==> config.mk <==
export PLATFORM = sky130hd
export DESIGN_NAME = compacting_keyed_record_table_top
export DESIGN_NICKNAME = d
export VERILOG_FILES = /design/src/design/krt_pkg.sv /design/src/design/krt_cell.sv /design/src/design/krt_ctrl.sv /design/src/design/compacting_keyed_record_table_top.sv
export SDC_FILE = /design/constraint.sdc
export NUM_CORES = 2
export LEC_CHECK = 0
export BUFFER_PORTS_ARGS = -buffer_cell sky130_fd_sc_hd__buf_4
export CAP_MARGIN = 10
export CELL_PAD_IN_SITES_DETAIL_PLACEMENT = 0
export CELL_PAD_IN_SITES_GLOBAL_PLACEMENT = 2
export CORE_MARGIN = 4
export CORE_UTILIZATION = 40
export DETAILED_ROUTE_END_ITERATION = 12
export PLACE_DENSITY = 0.64
export SETUP_SLACK_MARGIN = 0.2
export SYNTH_ARGS = -nofsm -noshare
export SYNTH_HDL_FRONTEND = slang
export SYNTH_SLANG_ARGS = --single-unit
==> constraint.sdc <==
create_clock -name clk -period 18.6 [get_ports clk]
set_clock_uncertainty 0.1 [all_clocks]
set_input_delay 0 -clock clk [delete_from_list [all_inputs] [get_ports clk]]
set_output_delay 0 -clock clk [all_outputs]
set_load 0.005 [all_outputs]
==> src/design/krt_pkg.sv <==
// ----------------------------------------------------------------------------
// krt_pkg: shared types for the keyed record table
// Record layout, operation and status codes, and the per-cell command word.
// ----------------------------------------------------------------------------
`default_nettype none

package krt_pkg;

  localparam int DEPTH_DEFAULT = 64;
  localparam int KEY_W         = 16;
  localparam int TAG_W         = 32;
  localparam int MARK_W        = 16;
  localparam int REC_W         = KEY_W + TAG_W + MARK_W;

  typedef enum logic [1:0] {
    OP_ADD    = 2'd0,
    OP_SEARCH = 2'd1,
    OP_DELETE = 2'd2,
    OP_LIST   = 2'd3
  } op_t;

  typedef enum logic [2:0] {
    ST_ADDED     = 3'd0,
    ST_FULL      = 3'd1,
    ST_NOT_FOUND = 3'd2,
    ST_FOUND     = 3'd3,
    ST_DELETED   = 3'd4,
    ST_LISTED    = 3'd5,
    ST_EMPTY     = 3'd6
  } status_t;

  // key sits in the lowest bits, matching the stream data layout
  typedef struct packed {
    logic [MARK_W-1:0] mark;
    logic [TAG_W-1:0]  tag;
    logic [KEY_W-1:0]  key;
  } rec_t;

  // rotate: every cell takes its upper neighbor (ring)
  // compact: cells at or above the selected index take their upper neighbor
  // load: the selected cell takes the incoming record
  typedef struct packed {
    logic rotate;
    logic compact;
    logic load;
  } cell_cmd_t;

endpackage

`default_nettype wire

==> src/design/krt_cell.sv <==
// ----------------------------------------------------------------------------
// krt_cell: one record slot of the table
// Holds a record and takes a new one from the input or from its neighbor.
// ----------------------------------------------------------------------------
`default_nettype none

module krt_cell #(
  parameter int IDX_W    = 6,
  parameter int CELL_IDX = 0
) (
  input  wire logic                clk,
  input  wire krt_pkg::cell_cmd_t  cmd,
  input  wire logic [IDX_W-1:0]    sel_idx,
  input  wire krt_pkg::rec_t       load_rec,
  input  wire krt_pkg::rec_t       next_rec,
  output krt_pkg::rec_t            rec_q
);

  krt_pkg::rec_t rec_r;
  krt_pkg::rec_t rec_nxt;
  logic          hit_sel;
  logic          above_sel;

  assign hit_sel   = (sel_idx == IDX_W'(CELL_IDX));
  assign above_sel = (sel_idx <= IDX_W'(CELL_IDX));

  always_comb begin
    rec_nxt = rec_r;
    if (cmd.load && hit_sel) begin
      rec_nxt = load_rec;
    end else if (cmd.rotate || (cmd.compact && above_sel)) begin
      rec_nxt = next_rec;
    end
  end

  always_ff @(posedge clk) begin
    rec_r <= rec_nxt;
  end

  assign rec_q = rec_r;

endmodule

`default_nettype wire

==> src/design/krt_ctrl.sv <==
// ----------------------------------------------------------------------------
// krt_ctrl: sequencer of the keyed record table
// Decodes items, walks the cell ring, and drives the result register.
// ----------------------------------------------------------------------------
`default_nettype none

module krt_ctrl #(
  parameter int TABLE_DEPTH = krt_pkg::DEPTH_DEFAULT,
  parameter int IDX_W       = 6,
  parameter int CNT_W       = 7
) (
  input  wire logic               clk,
  input  wire logic               rst_n,
  input  wire logic               in_tvalid,
  output logic                    in_tready,
  input  wire krt_pkg::op_t       in_op,
  input  wire logic [krt_pkg::KEY_W-1:0] in_key,
  output logic                    out_tvalid,
  input  wire logic               out_tready,
  output krt_pkg::status_t        out_status,
  output krt_pkg::rec_t           out_rec,
  output logic                    out_last,
  input  wire krt_pkg::rec_t      head_rec,
  output krt_pkg::cell_cmd_t      cmd,
  output logic [IDX_W-1:0]        sel_idx
);

  typedef enum logic [1:0] {S_IDLE, S_SCAN, S_SHIFT, S_EMIT} state_t;

  state_t                      state_r, state_nxt;
  krt_pkg::op_t                op_r, op_nxt;
  logic [krt_pkg::KEY_W-1:0]   key_r, key_nxt;
  logic [CNT_W-1:0]            count_r, count_nxt;
  logic [IDX_W-1:0]            step_r, step_nxt;
  logic                        hit_r, hit_nxt;
  logic [IDX_W-1:0]            hit_idx_r, hit_idx_nxt;
  krt_pkg::status_t            res_status_r, res_status_nxt;
  krt_pkg::rec_t               res_rec_r, res_rec_nxt;
  logic                        out_valid_r, out_valid_nxt;
  krt_pkg::status_t            out_status_r, out_status_nxt;
  krt_pkg::rec_t               out_rec_r, out_rec_nxt;
  logic                        out_last_r, out_last_nxt;

  logic in_fire;
  logic out_free;
  logic table_full;
  logic in_range;
  logic emit_now;
  logic advance;
  logic last_step;
  logic match;
  logic hit_now;
  logic last_entry;

  assign in_tready  = (state_r == S_IDLE);
  assign in_fire    = in_tvalid && in_tready;
  assign out_free   = !out_valid_r || out_tready;
  assign table_full = (count_r == CNT_W'(TABLE_DEPTH));
  assign in_range   = (CNT_W'(step_r) < count_r);
  assign emit_now   = (op_r == krt_pkg::OP_LIST) && in_range;
  assign advance    = !emit_now || out_free;
  assign last_step  = (step_r == IDX_W'(TABLE_DEPTH - 1));
  assign match      = (op_r != krt_pkg::OP_LIST) && in_range && !hit_r &&
                      (head_rec.key == key_r);
  assign hit_now    = hit_r || match;
  assign last_entry = ((CNT_W'(step_r) + CNT_W'(1)) == count_r);

  always_comb begin
    state_nxt      = state_r;
    op_nxt         = op_r;
    key_nxt        = key_r;
    count_nxt      = count_r;
    step_nxt       = step_r;
    hit_nxt        = hit_r;
    hit_idx_nxt    = hit_idx_r;
    res_status_nxt = res_status_r;
    res_rec_nxt    = res_rec_r;
    out_valid_nxt  = out_valid_r;
    out_status_nxt = out_status_r;
    out_rec_nxt    = out_rec_r;
    out_last_nxt   = out_last_r;
    cmd            = '0;
    sel_idx        = hit_idx_r;

    if (out_tready) begin
      out_valid_nxt = 1'b0;
    end

    case (state_r)
      S_IDLE: begin
        if (in_fire) begin
          op_nxt      = in_op;
          key_nxt     = in_key;
          hit_nxt     = 1'b0;
          step_nxt    = '0;
          res_rec_nxt = '0;
          case (in_op)
            krt_pkg::OP_ADD: begin
              state_nxt = S_EMIT;
              if (table_full) begin
                res_status_nxt = krt_pkg::ST_FULL;
              end else begin
                cmd.load       = 1'b1;
                sel_idx        = count_r[IDX_W-1:0];
                count_nxt      = count_r + CNT_W'(1);
                res_status_nxt = krt_pkg::ST_ADDED;
              end
            end
            krt_pkg::OP_LIST: begin
              if (count_r == '0) begin
                res_status_nxt = krt_pkg::ST_EMPTY;
                state_nxt      = S_EMIT;
              end else begin
                state_nxt = S_SCAN;
              end
            end
            default: begin
              state_nxt = S_SCAN;
            end
          endcase
        end
      end

      S_SCAN: begin
        // hold the ring while a listed entry waits for the output slot
        if (advance) begin
          cmd.rotate = 1'b1;
          step_nxt   = last_step ? '0 : step_r + IDX_W'(1);
          if (match) begin
            hit_nxt     = 1'b1;
            hit_idx_nxt = step_r;
            if (op_r == krt_pkg::OP_SEARCH) begin
              res_rec_nxt = head_rec;
            end
          end
          if (emit_now) begin
            out_valid_nxt  = 1'b1;
            out_status_nxt = krt_pkg::ST_LISTED;
            out_rec_nxt    = head_rec;
            out_last_nxt   = last_entry;
          end
          if (last_step) begin
            case (op_r)
              krt_pkg::OP_SEARCH: begin
                res_status_nxt = hit_now ? krt_pkg::ST_FOUND : krt_pkg::ST_NOT_FOUND;
                state_nxt      = S_EMIT;
              end
              krt_pkg::OP_DELETE: begin
                if (hit_now) begin
                  state_nxt = S_SHIFT;
                end else begin
                  res_status_nxt = krt_pkg::ST_NOT_FOUND;
                  state_nxt      = S_EMIT;
                end
              end
              default: begin
                state_nxt = S_IDLE;
              end
            endcase
          end
        end
      end

      S_SHIFT: begin
        // close the gap left by the deleted record
        cmd.compact    = 1'b1;
        count_nxt      = count_r - CNT_W'(1);
        res_status_nxt = krt_pkg::ST_DELETED;
        state_nxt      = S_EMIT;
      end

      S_EMIT: begin
        if (out_free) begin
          out_valid_nxt  = 1'b1;
          out_status_nxt = res_status_r;
          out_rec_nxt    = res_rec_r;
          out_last_nxt   = 1'b1;
          state_nxt      = S_IDLE;
        end
      end

      default: begin
        state_nxt = S_IDLE;
      end
    endcase
  end

  always_ff @(posedge clk) begin
    if (!rst_n) begin
      state_r     <= S_IDLE;
      count_r     <= '0;
      step_r      <= '0;
      hit_r       <= 1'b0;
      out_valid_r <= 1'b0;
    end else begin
      state_r      <= state_nxt;
      count_r      <= count_nxt;
      step_r       <= step_nxt;
      hit_r        <= hit_nxt;
      out_valid_r  <= out_valid_nxt;
      op_r         <= op_nxt;
      key_r        <= key_nxt;
      hit_idx_r    <= hit_idx_nxt;
      res_status_r <= res_status_nxt;
      res_rec_r    <= res_rec_nxt;
      out_status_r <= out_status_nxt;
      out_rec_r    <= out_rec_nxt;
      out_last_r   <= out_last_nxt;
    end
  end

  assign out_tvalid = out_valid_r;
  assign out_status = out_status_r;
  assign out_rec    = out_rec_r;
  assign out_last   = out_last_r;

  a_count_bound: assert property (@(posedge clk) disable iff (!rst_n)
    count_r <= CNT_W'(TABLE_DEPTH))
    else $error("entry count above table depth");

  a_count_step: assert property (@(posedge clk) disable iff (!rst_n)
    (count_r != $past(count_r)) |->
      ((count_r == $past(count_r) + CNT_W'(1)) ||
       (count_r + CNT_W'(1) == $past(count_r))))
    else $error("entry count moved by more than one");

  a_ring_home: assert property (@(posedge clk) disable iff (!rst_n)
    (state_r == S_IDLE) |-> (step_r == '0))
    else $error("ring not back in place when idle");

  a_shift_hit: assert property (@(posedge clk) disable iff (!rst_n)
    (state_r == S_SHIFT) |-> hit_r)
    else $error("compaction without a matching record");

  a_full_hold: assert property (@(posedge clk) disable iff (!rst_n)
    (in_fire && (in_op == krt_pkg::OP_ADD) && table_full) |=>
      (count_r == $past(count_r)))
    else $error("add into a full table changed the count");

endmodule

`default_nettype wire

==> src/design/compacting_keyed_record_table_top.sv <==
// ----------------------------------------------------------------------------
// compacting_keyed_record_table_top: keyed record table in insertion order
// Add, search, delete with compaction, and list, over a ring of record cells.
// ----------------------------------------------------------------------------
// Usage:
//   Input items arrive on in_t*: in_tuser carries the operation (add, search,
//   delete, list), in_tdata the key, name tag and mark. Results leave on out_t*:
//   out_tuser carries the status, out_tdata the record, out_tlast marks the
//   final result of an item. A list gives one result per stored record, or a
//   single empty result on an empty table. One item is in work at a time. Add
//   and an empty list go straight to the result register. Search and delete
//   rotate the whole ring of TABLE_DEPTH cells once, one cell per cycle, and
//   then place the result (a delete that hits first runs the compaction
//   shift). A list emits entry i on rotation step i, and the next item is
//   taken once the full rotation is done. Otherwise the next item is taken as
//   soon as the last result is in the output register.
//   Reset: the entry count clears; record cells are not cleared and are read
//   only after they are written.
//   Stall: a full output register stops the ring during a list; single results
//   wait in the sequencer, and no new item is taken until they are placed.
// ----------------------------------------------------------------------------
`default_nettype none

module compacting_keyed_record_table_top #(
  parameter int TABLE_DEPTH = krt_pkg::DEPTH_DEFAULT
) (
  input  wire logic        clk,
  input  wire logic        rst_n,
  input  wire logic        in_tvalid,
  output logic             in_tready,
  input  wire logic [63:0] in_tdata,   // record_key[15:0], name_tag[47:16], mark_value[63:48]
  input  wire logic [1:0]  in_tuser,   // operation[1:0]
  output logic             out_tvalid,
  input  wire logic        out_tready,
  output logic [63:0]      out_tdata,  // out_key[15:0], out_name_tag[47:16], out_mark[63:48]
  output logic [2:0]       out_tuser,  // status[2:0]
  output logic             out_tlast
);

  localparam int IDX_W = (TABLE_DEPTH > 1) ? $clog2(TABLE_DEPTH) : 1;
  localparam int CNT_W = $clog2(TABLE_DEPTH + 1);

  krt_pkg::rec_t      in_rec;
  krt_pkg::rec_t      cell_q [TABLE_DEPTH];
  krt_pkg::cell_cmd_t cmd;
  logic [IDX_W-1:0]   sel_idx;
  krt_pkg::status_t   out_status;
  krt_pkg::rec_t      out_rec;

  assign in_rec = krt_pkg::rec_t'(in_tdata);

  krt_ctrl #(
    .TABLE_DEPTH (TABLE_DEPTH),
    .IDX_W       (IDX_W),
    .CNT_W       (CNT_W)
  ) u_ctrl (
    .clk        (clk),
    .rst_n      (rst_n),
    .in_tvalid  (in_tvalid),
    .in_tready  (in_tready),
    .in_op      (krt_pkg::op_t'(in_tuser)),
    .in_key     (in_rec.key),
    .out_tvalid (out_tvalid),
    .out_tready (out_tready),
    .out_status (out_status),
    .out_rec    (out_rec),
    .out_last   (out_tlast),
    .head_rec   (cell_q[0]),
    .cmd        (cmd),
    .sel_idx    (sel_idx)
  );

  for (genvar i = 0; i < TABLE_DEPTH; i++) begin : g_cell
    krt_cell #(
      .IDX_W    (IDX_W),
      .CELL_IDX (i)
    ) u_cell (
      .clk      (clk),
      .cmd      (cmd),
      .sel_idx  (sel_idx),
      .load_rec (in_rec),
      .next_rec (cell_q[(i + 1) % TABLE_DEPTH]),
      .rec_q    (cell_q[i])
    );
  end

  assign out_tdata = 64'(out_rec);
  assign out_tuser = 3'(out_status);

endmodule

`default_nettype wire

==> results.ini <==
[clocking]
post_cts_buffers=0
htreeDepth=5
root_buffer=clkbuf_16
cts_buffer_depth=4
clock_sinks=4272
clk_latency_ns=1.02
cts_resized=0
numCtsBuffers=460
clk_pin_slew_ns=0.06
hold_buffers=77
cts_tree=yes

[critical_path]
cp.depth=10
cp_slowest_cell=buf_4
critPathMaxFanout=65
startpoint_type=flop
critPathMaxStageDelay_ns=0.74
cp-startpoint=u_ctrl.state_r[0]
reg2reg_from=u_ctrl.state_r[0]
path_delay_family=simple AND/OR/NAND/NOR gates
crit_path_end_kind=flop
rr_worst_depth=10
required_ns=19.07
crit_top_cell=buf_4
crit_chain=inv_1, ha_1, nand3_4, mux2i_4, and2_1, nand4_1, nor2_4, buf_4, nand3b_1, buf_4
crit_buf_inv=3
crit_type=reg2reg
endpoint=g_cell[39].u_cell.rec_q[49]
r2r_setup_slack_ns=13.17
reg2reg_to=g_cell[39].u_cell.rec_q[49]
worstPathArrival_ns=5.90

[synthesis]
ys.warnings.count=0
syn-num-nets=10000
synth_cells=9944
synth-edff-count=4255
synthArstFlopShare=0
ys.flop_type=edfxtp_1
synth_cell_types=79
synth_area_sq_um=183000
syn_avg_cell_area_sq_um=18.4
ys_ff_latch=4272
synth-seq-area-share=0.699

[routing]
dr.pass1.iters=5
wl_per_cell_microns=29.2
vias=88500
drt-total-wl_microns=479000
ant_nets=0
viasPerCell=5.40
wl_met2_microns=229000
top_layer_used=met4
drc_errors=0
drt-met1-wl_microns=217000
met3_length_microns=20600
drt-initial-drc-count=7104

[global_routing]
grt_pass1_wl_microns=696000
gr-usage-all-layers=0.200
grt_overflow_total=0
grt_pass1_vias=93200
antenna_found_initial=18
grt_max_degree=76

[pwr]
ir_worst_vdd_uv=186
p_total_mw=35.0
p_leak_nw=67.0
powerDensity_nw_per_um2=171

[cells_and_area]
layout_commonest_cell=edfxtp_1
fillers=39000
regArea_sq_um=128000
area_growth_pct=11.8
multi_input_area_sq_um=51300
post_route_cells_drive_above_1_share=0.500
stdcell_count=16400
stdcell_area_sq_um=205000
final_cell_mix=edfxtp_1, mux2_2, clkbuf_16, buf_4, clkinv_1
nNetsFinal=9978

[die]
io_pins=140
dieArea_sq_um=469000
rows=248
die_x_microns=685
initial_core_util=0.401
core_area_sq_um=456000
die_h_microns=685

[place]
placed_cells=15500
placed_area_sq_um=190000
hpwl_microns=279000
gp_congestion=0.853
io_buffers=139

[sta]
drv_slew=0
hold_viol=0
rsz0062_at_grt=false
fin_tns_setup_ns=0
period_minus_slack_ns=5.43
period_share=0.292
max_slew.worst_pin.slew_ns=1.19
setup_violations=0
max_slew_margin=0.204
fmax_ghz=0.184

[outcome]
status=complete, no violations

[run]
max_cap_viol_count=0

[hold_path]
hold_path_class=in2reg

-- synthesized netlist by cell type, drive strengths merged (5+ instances only) --
cell type	instances	share of area
and3	9	0.00031
a21oi	30	0.00088
a21boi	5	0.00020
o31ai	12	0.00049
edfxtp	4255	0.70
nand2b	13	0.00044
mux2	4161	0.26
nor2b	7	0.00024
nor3	31	0.0011
nand3	50	0.0016
a211oi	7	0.00036
nor2	54	0.0013
inv	25	0.00051
mux2i	7	0.00052
buf	503	0.016
and2	78	0.0027
ha	22	0.0015
o21ai	48	0.0014
or3	9	0.00031
dfxtp	17	0.0019
xnor2	13	0.00062
nand3b	5	0.00020
xor2	15	0.00072
clkbuf	419	0.0086
o211ai	12	0.00062
nor4	9	0.00039
nand2	67	0.0015
-- worst reg2reg max path, stage by stage, from the launching register on --
cell and delay [ns]:
dfxtp_1 0.38, inv_1 0.17, ha_1 0.49, nand3_4 0.36, mux2i_4 0.41, and2_1 0.58
nand4_1 0.44, nor2_4 0.20, buf_4 0.74, nand3b_1 0.25, buf_4 0.74
-- per-stage QoR --
| stage | worst slack, ns | hold slack (ns) | util |
|---|---|---|---|
| 2_1_floorplan | 9.51 | -0.00113 | - |
| 3_3_place_gp | 13.23 | 0.111 | 0.415 |
| 3_5_place_dp | 13.16 | 0.114 | 0.415 |
| 4_1_cts | 13.13 | 0.0242 | 0.449 |
| 5_1_grt | 12.88 | 0.0621 | 0.449 |
| 6_report | 13.17 | 0.134 | 0.449 |
-- registers in the layout (all words and copies together), names as in the netlist --
name,count
u_ctrl.res_status_r,3
u_ctrl.hit_r,1
u_ctrl.step_r,6
g_cell.u_cell.rec_q,4096
u_ctrl.out_rec,64
u_ctrl.state_r,2
u_ctrl.key_r,16
u_ctrl.op_r,2
u_ctrl.out_status,3
u_ctrl.out_tvalid,1
u_ctrl.count_r,7
u_ctrl.out_last,1
u_ctrl.hit_idx_r,6
u_ctrl.res_rec_r,64
-- worst min path at each step --
stage | end | depth (start not counted) | start | slack (ns)
finish | u_ctrl.key_r[13] | 2 | in_tdata[13] | 0.13
floorplan | u_ctrl.key_r[0] | 0 | in_tdata[0] | -0.001
global route | u_ctrl.key_r[13] | 2 | in_tdata[13] | 0.06
CTS | u_ctrl.key_r[13] | 2 | in_tdata[13] | 0.02
global placement | u_ctrl.op_r[1] | 1 | in_tuser[1] | 0.11
detailed placement | u_ctrl.op_r[1] | 1 | in_tuser[1] | 0.11
-- layout make-up --
type,instances,area share
Tap cell,6125,0.0374
Sequential cell,4272,0.626
Timing Repair Buffer,401,0.0156
Clock buffer,572,0.0586
Multi-Input combinational cell,4725,0.251
Inverter,25,0.000458
Clock inverter,275,0.0116
Antenna cell,5,0.0000611
-- power breakdown --
part	leakage (nW)	switching [mW]	total (mW)	internal (mW)
sequential	40.1	1.54	18.9	17.3
combinational	19.9	4.35	7.33	2.98
clock	7.01	3.83	8.82	4.99
total	67.0	9.73	35.0	25.3
-- metal layers --
metal	global-route usage	vias to the layer above
met2	0.325	2183
met1	0.284	47100
met4	0.0504	0
met3	0.0245	631
li1	-	38600
met5	0	-
-- kinds of logic after synthesis --
group / Yosys count / synth area share
muxes: 4168 / 0.256
DFF: 4272 / 0.699
and+or+nand+nor: 348 / 0.0108
AOI/OAI and AO/OA: 158 / 0.00600
buffers and inverters: 947 / 0.0249
adders and majority gates: 23 / 0.00161
xor gates and xnor gates: 28 / 0.00134
Power figures use the tool's default switching activity.
